$ cat src/rtl/core/aac_pkg.sv
// Package for the AIMD admission controller core.
// Holds constants, function codes, state enum and payload structs; no dependencies.
`default_nettype none
package aac_pkg;
  localparam int NumAgents    = 32;
  localparam int NumCrossings = 16;
  localparam int AgentW       = 5;
  localparam int CrossW       = 4;
  localparam int CfgIdxW      = 2;
  localparam int CfgDataW     = 12;

  typedef enum logic [2:0] {
    FUNC_REQUEST = 3'd0,
    FUNC_OBSERVE = 3'd1,
    FUNC_ACK     = 3'd2,
    FUNC_QUERY   = 3'd3,
    FUNC_END     = 3'd4
  } func_e;

  typedef enum logic [1:0] {
    KIND_ACK    = 2'd0,
    KIND_QUERY  = 2'd1,
    KIND_LIST   = 2'd2,
    KIND_UNUSED = 2'd3
  } kind_e;

  typedef enum logic [CfgIdxW-1:0] {
    CFG_GAIN   = 2'd0,
    CFG_FACTOR = 2'd1,
    CFG_INIT   = 2'd2,
    CFG_NONE   = 2'd3
  } cfg_e;

  typedef enum logic [3:0] {
    ST_IDLE,
    ST_ACK_RD,
    ST_OUT,
    ST_REV_RD,
    ST_REV_WR,
    ST_WIN_RD,
    ST_WIN_MUL,
    ST_WIN_WR,
    ST_SCAN,
    ST_PICK,
    ST_LIST_RD,
    ST_LIST_OUT,
    ST_CLR
  } state_e;

  typedef struct packed {
    logic [2:0]  func;
    logic [4:0]  agent_id;
    logic [3:0]  crossing_id;
    logic [15:0] wait_age;
    logic [7:0]  obs_capacity;
    logic [7:0]  obs_occupied;
    logic        obs_stalled;
    logic        obs_delayed;
    logic        obs_info_congested;
  } in_item_t;

  typedef struct packed {
    logic [1:0] out_kind;
    logic [4:0] out_agent;
    logic [3:0] out_crossing;
    logic       out_granted;
    logic       out_last;
  } out_item_t;
endpackage
`default_nettype wire

$ cat src/rtl/core/aimd_admission_controller_core.sv
// AIMD admission controller: per-crossing windows with round-based admission.
// Request and observe pass through ST_ACK_RD; acknowledge and query pass through ST_ACK_RD
// and ST_OUT, which waits while the output register is full, and present their registered
// result while the next transaction is taken. End of round: grant checks per agent, then per
// crossing a window update and one agent scan per new grant, then a list entry per agent.
// Reset clears valid bits, observations and counters and sets windows to 256; the memories are not cleared.
`default_nettype none
module aimd_admission_controller_core import aac_pkg::*; (
  input  wire logic                clk_i,
  input  wire logic                rst_ni,
  input  wire logic                in_valid_i,
  output logic                     in_stall_o,
  input  wire in_item_t            in_data_i,
  output logic                     out_valid_o,
  input  wire logic                out_stall_i,
  output out_item_t                out_data_o,
  input  wire logic                cfg_we_i,
  input  wire logic [CfgIdxW-1:0]  cfg_idx_i,
  input  wire logic [CfgDataW-1:0] cfg_data_i
);
  // Request memory: crossing and age; valid bits in flip-flops.
  logic [19:0] req_mem [NumAgents];
  logic [19:0] req_rd_q;
  logic [NumAgents-1:0] req_v_q, req_v_d;
  // Grant memory: crossing per agent; valid bits in flip-flops.
  logic [CrossW-1:0] grant_mem [NumAgents];
  logic [CrossW-1:0] grant_rd_q;
  logic [NumAgents-1:0] grant_v_q, grant_v_d;
  // Per crossing state.
  logic [15:0] win_q [NumCrossings];
  logic [18:0] obs_q [NumCrossings];
  logic [5:0]  ack_q [NumCrossings];
  logic [5:0]  outs_q [NumCrossings];

  logic [11:0] gain_q;
  logic [8:0]  factor_q;

  state_e state_q, state_d;
  in_item_t item_q, item_d;
  logic [AgentW:0] ai_q, ai_d;
  logic [CrossW:0] ci_q, ci_d;
  logic [AgentW-1:0] best_q, best_d;
  logic [15:0] best_age_q, best_age_d;
  logic found_q, found_d;
  logic [24:0] prod_q, prod_d;
  logic [17:0] sum_q, sum_d;
  logic cong_q, cong_d;
  logic out_v_q, out_v_d;
  out_item_t out_q, out_d;

  logic req_we, grant_we;
  logic [AgentW-1:0] req_addr, grant_addr;
  logic [CrossW-1:0] grant_wdata;
  logic win_we, ack_inc, ack_clr_all, outs_inc, outs_clr_all, obs_we;
  logic [CrossW-1:0] cnt_idx;
  logic [15:0] win_wdata;
  logic [CrossW-1:0] c_idx;
  logic [AgentW-1:0] a_idx;
  logic in_acc;
  logic hit;
  logic [8:0] cap9;
  logic [7:0] limit;
  logic [15:0] w_cur;
  logic [18:0] ob;

  assign c_idx = ci_q[CrossW-1:0];
  assign a_idx = ai_q[AgentW-1:0];
  assign in_acc = in_valid_i && !in_stall_o;
  assign in_stall_o = (state_q != ST_IDLE);
  assign out_valid_o = out_v_q;
  assign out_data_o = out_q;
  assign w_cur = win_q[c_idx];
  assign ob = obs_q[c_idx];
  assign cap9 = (ob[18:11] == 8'd0) ? 9'd1 : {1'b0, ob[18:11]};
  assign limit = (w_cur[15:8] == 8'd0) ? 8'd1 : w_cur[15:8];

  always_ff @(posedge clk_i) begin
    if (req_we) req_mem[req_addr] <= {item_q.crossing_id, item_q.wait_age};
    req_rd_q <= req_mem[req_addr];
    if (grant_we) grant_mem[grant_addr] <= grant_wdata;
    grant_rd_q <= grant_mem[grant_addr];
  end

  always_comb begin
    state_d = state_q; item_d = item_q; ai_d = ai_q; ci_d = ci_q;
    best_d = best_q; best_age_d = best_age_q; found_d = found_q;
    prod_d = prod_q; sum_d = sum_q; cong_d = cong_q;
    out_v_d = out_v_q; out_d = out_q;
    req_v_d = req_v_q; grant_v_d = grant_v_q;
    req_we = 1'b0; req_addr = a_idx;
    grant_we = 1'b0; grant_addr = a_idx; grant_wdata = c_idx;
    win_we = 1'b0; win_wdata = w_cur; ack_inc = 1'b0; ack_clr_all = 1'b0;
    outs_inc = 1'b0; outs_clr_all = 1'b0; obs_we = 1'b0;
    cnt_idx = c_idx;
    hit = 1'b0;
    if (out_v_q && !out_stall_i) out_v_d = 1'b0;
    unique case (state_q)
      ST_IDLE: begin
        if (in_acc) begin
          item_d = in_data_i;
          unique case (in_data_i.func)
            FUNC_REQUEST, FUNC_OBSERVE: state_d = ST_ACK_RD;
            FUNC_ACK, FUNC_QUERY: state_d = ST_ACK_RD;
            FUNC_END: begin
              state_d = ST_REV_RD; ai_d = '0; outs_clr_all = 1'b1;
            end
            default: state_d = ST_IDLE;
          endcase
          ai_d = (in_data_i.func == FUNC_END) ? '0 : {1'b0, in_data_i.agent_id};
        end
      end
      ST_ACK_RD: begin
        grant_addr = item_q.agent_id;
        req_addr = item_q.agent_id;
        unique case (item_q.func)
          FUNC_REQUEST: begin
            req_we = 1'b1; req_v_d[item_q.agent_id] = 1'b1; state_d = ST_IDLE;
          end
          FUNC_OBSERVE: begin
            obs_we = 1'b1; state_d = ST_IDLE;
          end
          default: state_d = ST_OUT;
        endcase
      end
      ST_OUT: begin
        if (!out_v_d) begin
          hit = grant_v_q[item_q.agent_id] && (grant_rd_q == item_q.crossing_id);
          out_v_d = 1'b1;
          out_d.out_kind = (item_q.func == FUNC_ACK) ? KIND_ACK : KIND_QUERY;
          out_d.out_agent = item_q.agent_id;
          out_d.out_crossing = item_q.crossing_id;
          out_d.out_granted = hit;
          out_d.out_last = 1'b1;
          if (hit && item_q.func == FUNC_ACK) begin
            grant_v_d[item_q.agent_id] = 1'b0;
            cnt_idx = item_q.crossing_id;
            ack_inc = 1'b1;
          end
          state_d = ST_IDLE;
        end
      end
      ST_REV_RD: state_d = ST_REV_WR;
      ST_REV_WR: begin
        if (grant_v_q[a_idx]) begin
          if (!req_v_q[a_idx] || req_rd_q[19:16] != grant_rd_q) begin
            grant_v_d[a_idx] = 1'b0;
          end else begin
            cnt_idx = grant_rd_q; outs_inc = 1'b1;
          end
        end
        if (ai_q == 6'(NumAgents - 1)) begin
          state_d = ST_WIN_RD; ci_d = '0;
        end else begin
          ai_d = ai_q + 6'd1; state_d = ST_REV_RD;
        end
      end
      ST_WIN_RD: begin
        cong_d = (ob[0] && !ob[1]) || ({1'b0, ob[10:3]} >= cap9) || ob[2];
        prod_d = 25'(w_cur) * 25'(factor_q);
        sum_d = 18'(gain_q) * 18'(ack_q[c_idx]);
        state_d = ST_WIN_MUL;
      end
      ST_WIN_MUL: begin
        win_we = 1'b1;
        if (cong_q) begin
          if (prod_q[24:8] > 17'hFFFF) win_wdata = 16'hFFFF;
          else if (prod_q[24:8] < 17'd256) win_wdata = 16'd256;
          else win_wdata = prod_q[23:8];
          sum_d = '0;
        end else if (ack_q[c_idx] != 6'd0) begin
          if (19'(w_cur) + 19'(sum_q) > 19'({cap9, 8'd0})) win_wdata = {cap9[7:0], 8'd0};
          else win_wdata = 16'(w_cur + sum_q);
        end else win_we = 1'b0;
        state_d = ST_WIN_WR;
      end
      ST_WIN_WR: begin
        ai_d = '0; found_d = 1'b0; best_d = '0; best_age_d = '0;
        state_d = ({2'b0, outs_q[c_idx]} < limit) ? ST_SCAN : ST_CLR;
        req_addr = '0;
      end
      ST_SCAN: begin
        // The entry at ai_q is read again so that it is ready in ST_PICK.
        req_addr = a_idx;
        state_d = ST_PICK;
      end
      ST_PICK: begin
        if (req_v_q[a_idx] && req_rd_q[19:16] == c_idx && !grant_v_q[a_idx] &&
            (!found_q || req_rd_q[15:0] > best_age_q)) begin
          found_d = 1'b1; best_d = a_idx; best_age_d = req_rd_q[15:0];
        end
        req_addr = 5'(ai_q + 6'd1);
        if (ai_q == 6'(NumAgents - 1)) begin
          ai_d = '0;
          if (found_d) begin
            grant_v_d[best_d] = 1'b1; grant_we = 1'b1;
            grant_addr = best_d; grant_wdata = c_idx; outs_inc = 1'b1;
            state_d = ST_WIN_WR;
          end else state_d = ST_CLR;
        end else begin
          ai_d = ai_q + 6'd1; state_d = ST_SCAN;
        end
      end
      ST_CLR: begin
        if (ci_q == 5'(NumCrossings - 1)) begin
          ack_clr_all = 1'b1; req_v_d = '0; ai_d = '0; state_d = ST_LIST_RD;
        end else begin
          ci_d = ci_q + 5'd1; state_d = ST_WIN_RD;
        end
      end
      ST_LIST_RD: if (!out_v_d) state_d = ST_LIST_OUT;
      ST_LIST_OUT: begin
        out_v_d = 1'b1;
        out_d.out_kind = KIND_LIST;
        out_d.out_agent = a_idx;
        out_d.out_crossing = grant_v_q[a_idx] ? grant_rd_q : '0;
        out_d.out_granted = grant_v_q[a_idx];
        out_d.out_last = (ai_q == 6'(NumAgents - 1));
        if (ai_q == 6'(NumAgents - 1)) state_d = ST_IDLE;
        else begin
          ai_d = ai_q + 6'd1; state_d = ST_LIST_RD;
        end
      end
      default: state_d = ST_IDLE;
    endcase
  end

  always_ff @(posedge clk_i or negedge rst_ni) begin
    if (!rst_ni) begin
      state_q <= ST_IDLE; out_v_q <= 1'b0;
      req_v_q <= '0; grant_v_q <= '0;
      gain_q <= 12'd256; factor_q <= 9'd128;
      ai_q <= '0; ci_q <= '0; found_q <= 1'b0;
      for (int i = 0; i < NumCrossings; i++) begin
        win_q[i] <= 16'd256; obs_q[i] <= '0; ack_q[i] <= '0; outs_q[i] <= '0;
      end
    end else begin
      state_q <= state_d; out_v_q <= out_v_d;
      req_v_q <= req_v_d; grant_v_q <= grant_v_d;
      ai_q <= ai_d; ci_q <= ci_d; found_q <= found_d;
      if (obs_we)
        obs_q[item_q.crossing_id] <= {item_q.obs_capacity, item_q.obs_occupied,
                                      item_q.obs_info_congested, item_q.obs_delayed,
                                      item_q.obs_stalled};
      if (win_we) win_q[c_idx] <= win_wdata;
      if (outs_clr_all) for (int i = 0; i < NumCrossings; i++) outs_q[i] <= '0;
      else if (outs_inc) outs_q[cnt_idx] <= outs_q[cnt_idx] + 6'd1;
      if (ack_clr_all) for (int i = 0; i < NumCrossings; i++) ack_q[i] <= '0;
      else if (ack_inc && ack_q[cnt_idx] != 6'd63)
        ack_q[cnt_idx] <= ack_q[cnt_idx] + 6'd1;
      if (cfg_we_i) begin
        unique case (cfg_e'(cfg_idx_i))
          CFG_GAIN: gain_q <= cfg_data_i;
          CFG_FACTOR: factor_q <= cfg_data_i[8:0];
          CFG_INIT: begin
            for (int i = 0; i < NumCrossings; i++)
              win_q[i] <= {(cfg_data_i[7:0] == 8'd0) ? 8'd1 : cfg_data_i[7:0], 8'd0};
          end
          default: ;
        endcase
      end
    end
  end

  always_ff @(posedge clk_i) begin
    item_q <= item_d; best_q <= best_d; best_age_q <= best_age_d;
    prod_q <= prod_d; sum_q <= sum_d; cong_q <= cong_d; out_q <= out_d;
  end

  assert property (@(posedge clk_i) disable iff (!rst_ni)
    out_v_q && out_stall_i |=> out_v_q && $stable(out_q))
    else $error("result dropped under stall");
  assert property (@(posedge clk_i) disable iff (!rst_ni)
    state_q != ST_IDLE |-> in_stall_o)
    else $error("input taken while busy");
  assert property (@(posedge clk_i) disable iff (!rst_ni)
    state_q == ST_CLR && ci_q == 5'(NumCrossings - 1) |=> req_v_q == '0)
    else $error("requests not cleared at round end");
endmodule
`default_nettype wire

$ cat config.mk
export PLATFORM = sky130hd
export DESIGN_NAME = aimd_admission_controller_core
export DESIGN_NICKNAME = d
export VERILOG_FILES = /design/src/rtl/core/aac_pkg.sv /design/src/rtl/core/aimd_admission_controller_core.sv
export SDC_FILE = /design/constraint.sdc
export NUM_CORES = 2
export LEC_CHECK = 0
export BUFFER_PORTS_ARGS = -buffer_cell sky130_fd_sc_hd__buf_2
export CELL_PAD_IN_SITES_DETAIL_PLACEMENT = 1
export CELL_PAD_IN_SITES_GLOBAL_PLACEMENT = 1
export CORE_MARGIN = 2
export CORE_UTILIZATION = 55
export CTS_BUF_LIST = sky130_fd_sc_hd__clkbuf_8
export DETAILED_ROUTE_END_ITERATION = 7
export PLACE_DENSITY = 0.86
export REMOVE_ABC_BUFFERS = 1
export SLEW_MARGIN = 40
export SYNTH_ARGS = -nofsm -noshare
export SYNTH_HDL_FRONTEND = slang
export SYNTH_SLANG_ARGS = --single-unit
$ cat constraint.sdc
create_clock -name clk_i -period 12.9 [get_ports clk_i]
set_input_delay 2.58 -clock clk_i [delete_from_list [all_inputs] [get_ports clk_i]]
set_output_delay 2.58 -clock clk_i [all_outputs]
set_load 0.03 [all_outputs]
==> flow_metrics.tcl <==
set metrics [dict create \
    status "finished, violations left" \
    violations "design-rule violations" \
    overflow 0 \
    crit_fanout 50 \
    place.gp.congestion 0.8861 \
    setup_viol 0 \
    synthArstFlopShare_pct 48.44 \
    routed_via_density 7.186 \
    tightest_slew_ns 1.432 \
    cts_hold_buf 0 \
    slew_violations 0 \
    synth_fa_ha_area_share_pct 5.239 \
    syn_area_sq_mm 0.08478 \
    ir_worst_vdd_mv 0.1173 \
    skew_ns 0.1401 \
    yosys.cell_types.count 92 \
    cts_sinks 1763 \
    grt_pass1_vias 67520 \
    num-fill-cells 14810 \
    post_cts.repair.setup_buffers 0 \
    layout-drive-gt1-share_pct 21.36 \
    dp_hpwl_mm 167.9 \
    ys_warn_count 0 \
    crit_path_cell_trace "buf_4 -> mux2i_1 -> buf_4 -> ha_1 -> fa_1 -> a21o_1 -> a21oi_1 -> o21bai_1 -> a21o_1 -> a21oi_1 -> o211ai_1 -> a41oi_1 -> xnor2_1 -> ha_1 -> nand4b_1 -> nor4_1 -> nand3_1 -> nor4_1 -> o21ai_1 -> nor2_1 -> nand2_1 -> a2111o_1 -> o21ai_0" \
    drt-initial-drc-count 9536 \
    grt_usage_pct 37.46 \
    die_area_sq_mm 0.1573 \
    hold-path-cell-count 2 \
    p_sw_share_pct 27.60 \
    cp.required_ns 13.80 \
    crit_path_end_kind "flip-flop" \
    clk_pin_slew_ns 0.08 \
    synth-xor-area-share_pct 0.6198 \
    grt_max_degree 139 \
    setup_ws_ns 4.243 \
    clkPwrFrac_pct 41.2 \
    cap_violations 0 \
    ff2ff_path_depth 23 \
    grt_pass1_wl_mm 439.4 \
    drc 2 \
    synth_top_family_by_area "multiplexers" \
    final_cell_mix "885 x edfxtp_1, 832 x dfrtp_1, 651 x nand2_1, 459 x o21ai_0, 379 x nand3_1" \
    synth_edf_count 885 \
    multiInputGateArea_sq_mm 0.03397 \
    power_frac_comb_pct 10.7 \
    switchingPower_uw 3507 \
    rsz0062_at_grt "false" \
    slowest_delay_ns 0.99 \
    fin_util_pct 61.03 \
    cts_tree "done" \
    leakagePower_uw 0.03689 \
    first_pass_iters 8 \
    wl_per_cell_microns 34.97 \
    yosys.area_share.simple_pct 9.439 \
    register_area_sq_mm 0.04846 \
    start_util_pct 55.23 \
    sequentialPowerShare_pct 48.1 \
    cts_buffers 306 \
    min_period_ns 8.657 \
    portBuffers 80 \
    synth.avg_cell_area_sq_um 12.88 \
    fp.dieW_microns 396.6 \
    die_h_microns 396.6 \
    ios 81 \
    ant_nets 0 \
    clk_latency_ns 1.17 \
    via_count 64320 \
    core_sq_mm 0.1535 \
    grt_antenna_before_repair 18 \
    synth_compound_area_share_pct 8.663 \
    max_freq_mhz 115.5 \
    internal_power_uw 9198 \
    synth_ff_type "edfxtp_1" \
    crit_type "reg2reg" \
    place_ws_ns 4.471 \
    synth_mux_area_share_pct 15.60 \
    num_rows 144 \
    cpMaxStageDelayCell "o21ai_0" \
    fin_hold_ws_ns 0.4971 \
    p_per_area_mw_per_mm2 135.6 \
    root_buffer "clkbuf_8" \
    synth-seq-cells 1763 \
    clk_path_buf_depth 4 \
    final_nets 7016 \
    fin_crit_sh_pct 67.11 \
    cts_resized 0 \
    worstHoldPathType "reg2reg" \
    seq_area_frac_synth_pct 57.14 \
    finalHoldViolations 0 \
    critPathArrivalTime_ns 9.56 \
    worst_setup_path_start_kind "flip-flop" \
    slew_headroom_pct 3.512 \
    syn2layout_area_growth_pct 10.51 \
    final_common_cell "edfxtp_1" \
    syn_inst 6582 \
    wl_mm 313.0 \
    htreeDepth 5 \
]
## area by class of cell
cell class	instances	share of cell area (%)
Clock buffer	360	5.288
Clock inverter	169	0.8894
Inverter	244	0.9829
Sequential cell	1763	51.72
Antenna cell	7	0.01870
Multi-Input combinational cell	4123	36.26
Timing Repair Buffer	241	2.107
Tap cell	2044	2.730
## critical path: cells and delay by family (launching register included)
kind	cells	cell delay [ns]
buf+inv	2	1.08
mux	1	0.22
fa+ha+maj	3	1.02
xor+xnor	1	0.18
simple gates	6	1.52
compound gates	10	3.49
flops	1	0.94
## power groups by stage
stage | clock network (uW) | registers [uW] | logic, uW
4_1_cts | 5120 | 6100 | 1350
5_1_grt | 5430 | 6110 | 1530
3_3_place_gp | 0 | 6200 | 1240
2_1_floorplan | 0 | 6170 | 930
3_5_place_dp | 0 | 6210 | 1310
6_report | 5240 | 6110 | 1350
## cells by family (layout without fill, tap and decap cells)
| logic type | after synthesis | count (layout) |
|---|---|---|
| buffers and inverters | 696 | 1014 |
| multiplexers | 841 | 841 |
| adder cells (fa/ha/maj) | 271 | 271 |
| AO/OA/AOI/OAI | 1233 | 1233 |
| XOR/XNOR | 60 | 60 |
| flip-flops | 1763 | 1763 |
| AND/OR/NAND/NOR | 1718 | 1718 |
| other | 0 | 7 |
## synthesized netlist by cell type (12+ instances only)
master / count / area [sq um]
nor4_1: 14 / 87.58
o311ai_0: 12 / 105.1
nand2_1: 657 / 2466
and2_1: 114 / 713.2
edfxtp_1: 885 / 26580
o21ai_0: 464 / 2322
a22oi_1: 82 / 615.6
buf_2: 51 / 255.2
nor2b_1: 18 / 112.6
buf_1: 77 / 289.0
fa_1: 140 / 2803
nor3_1: 48 / 240.2
xor2_1: 28 / 245.2
ha_1: 131 / 1639
a211oi_1: 33 / 247.7
a21oi_1: 322 / 1612
inv_1: 242 / 908.4
nand3_1: 379 / 1897
dfrtp_1: 836 / 20920
o22ai_1: 19 / 118.9
o21ai_1: 46 / 230.2
a311oi_1: 23 / 201.4
nor2_1: 289 / 1085
nand4_1: 24 / 150.1
mux2i_1: 166 / 1662
a21o_1: 29 / 217.7
dfstp_2: 18 / 473.0
dfxtp_1: 24 / 480.5
or3_1: 31 / 193.9
a31oi_1: 37 / 231.5
o21a_1: 16 / 120.1
and3_1: 54 / 337.8
clkbuf_1: 306 / 1149
xnor2_1: 32 / 280.3
mux2_2: 322 / 3626
nand2b_1: 29 / 181.4
o211ai_1: 39 / 292.8
mux4_2: 352 / 7928
nand3b_1: 12 / 90.09
## routing by layer
layer	track usage (%)	vias up	wire length [microns]
li1	-	24540	-
met1	47.02	32600	107900
met2	59.36	5512	146000
met3	9.378	1652	36640
met4	21.79	22	22380
met5	0	-	157
## sequential cells by signal (all words and copies together) (netlist names), 20 cells and up
register / flops
grant_mem: 128
outs_q: 96
win_q: 256
req_mem: 640
grant_v_q: 32
item_q: 47
req_rd_q: 20
req_v_q: 32
ack_q: 96
obs_q: 304
## stage by stage
step                      area [sq um]  power (uW)  std cells  TNS (ns)
final                            93690       12700       8951         0
after global routing             93690       13070       8949         0
after CTS                        93300       12570       8923         0
after detailed placement         87510        7524       8394         0
after global placement           87190        7447       8383         0
after floorplan                  82910        7100       6130  -3624.10
## final timing paths
path                             start           to  slack (ns)
hold / removal             req_v_q[13]  req_v_q[13]        0.50
setup reg to reg               ci_q[2]    win_q[64]        4.24
max in group asynchronous       rst_ni   win_q[120]        9.21
hold reg to reg            req_v_q[13]  req_v_q[13]        0.50
min in group asynchronous       rst_ni  req_v_q[18]        1.37
setup / recovery               ci_q[2]    win_q[64]        4.24
No activity file was read; power rests on OpenSTA's default activity.
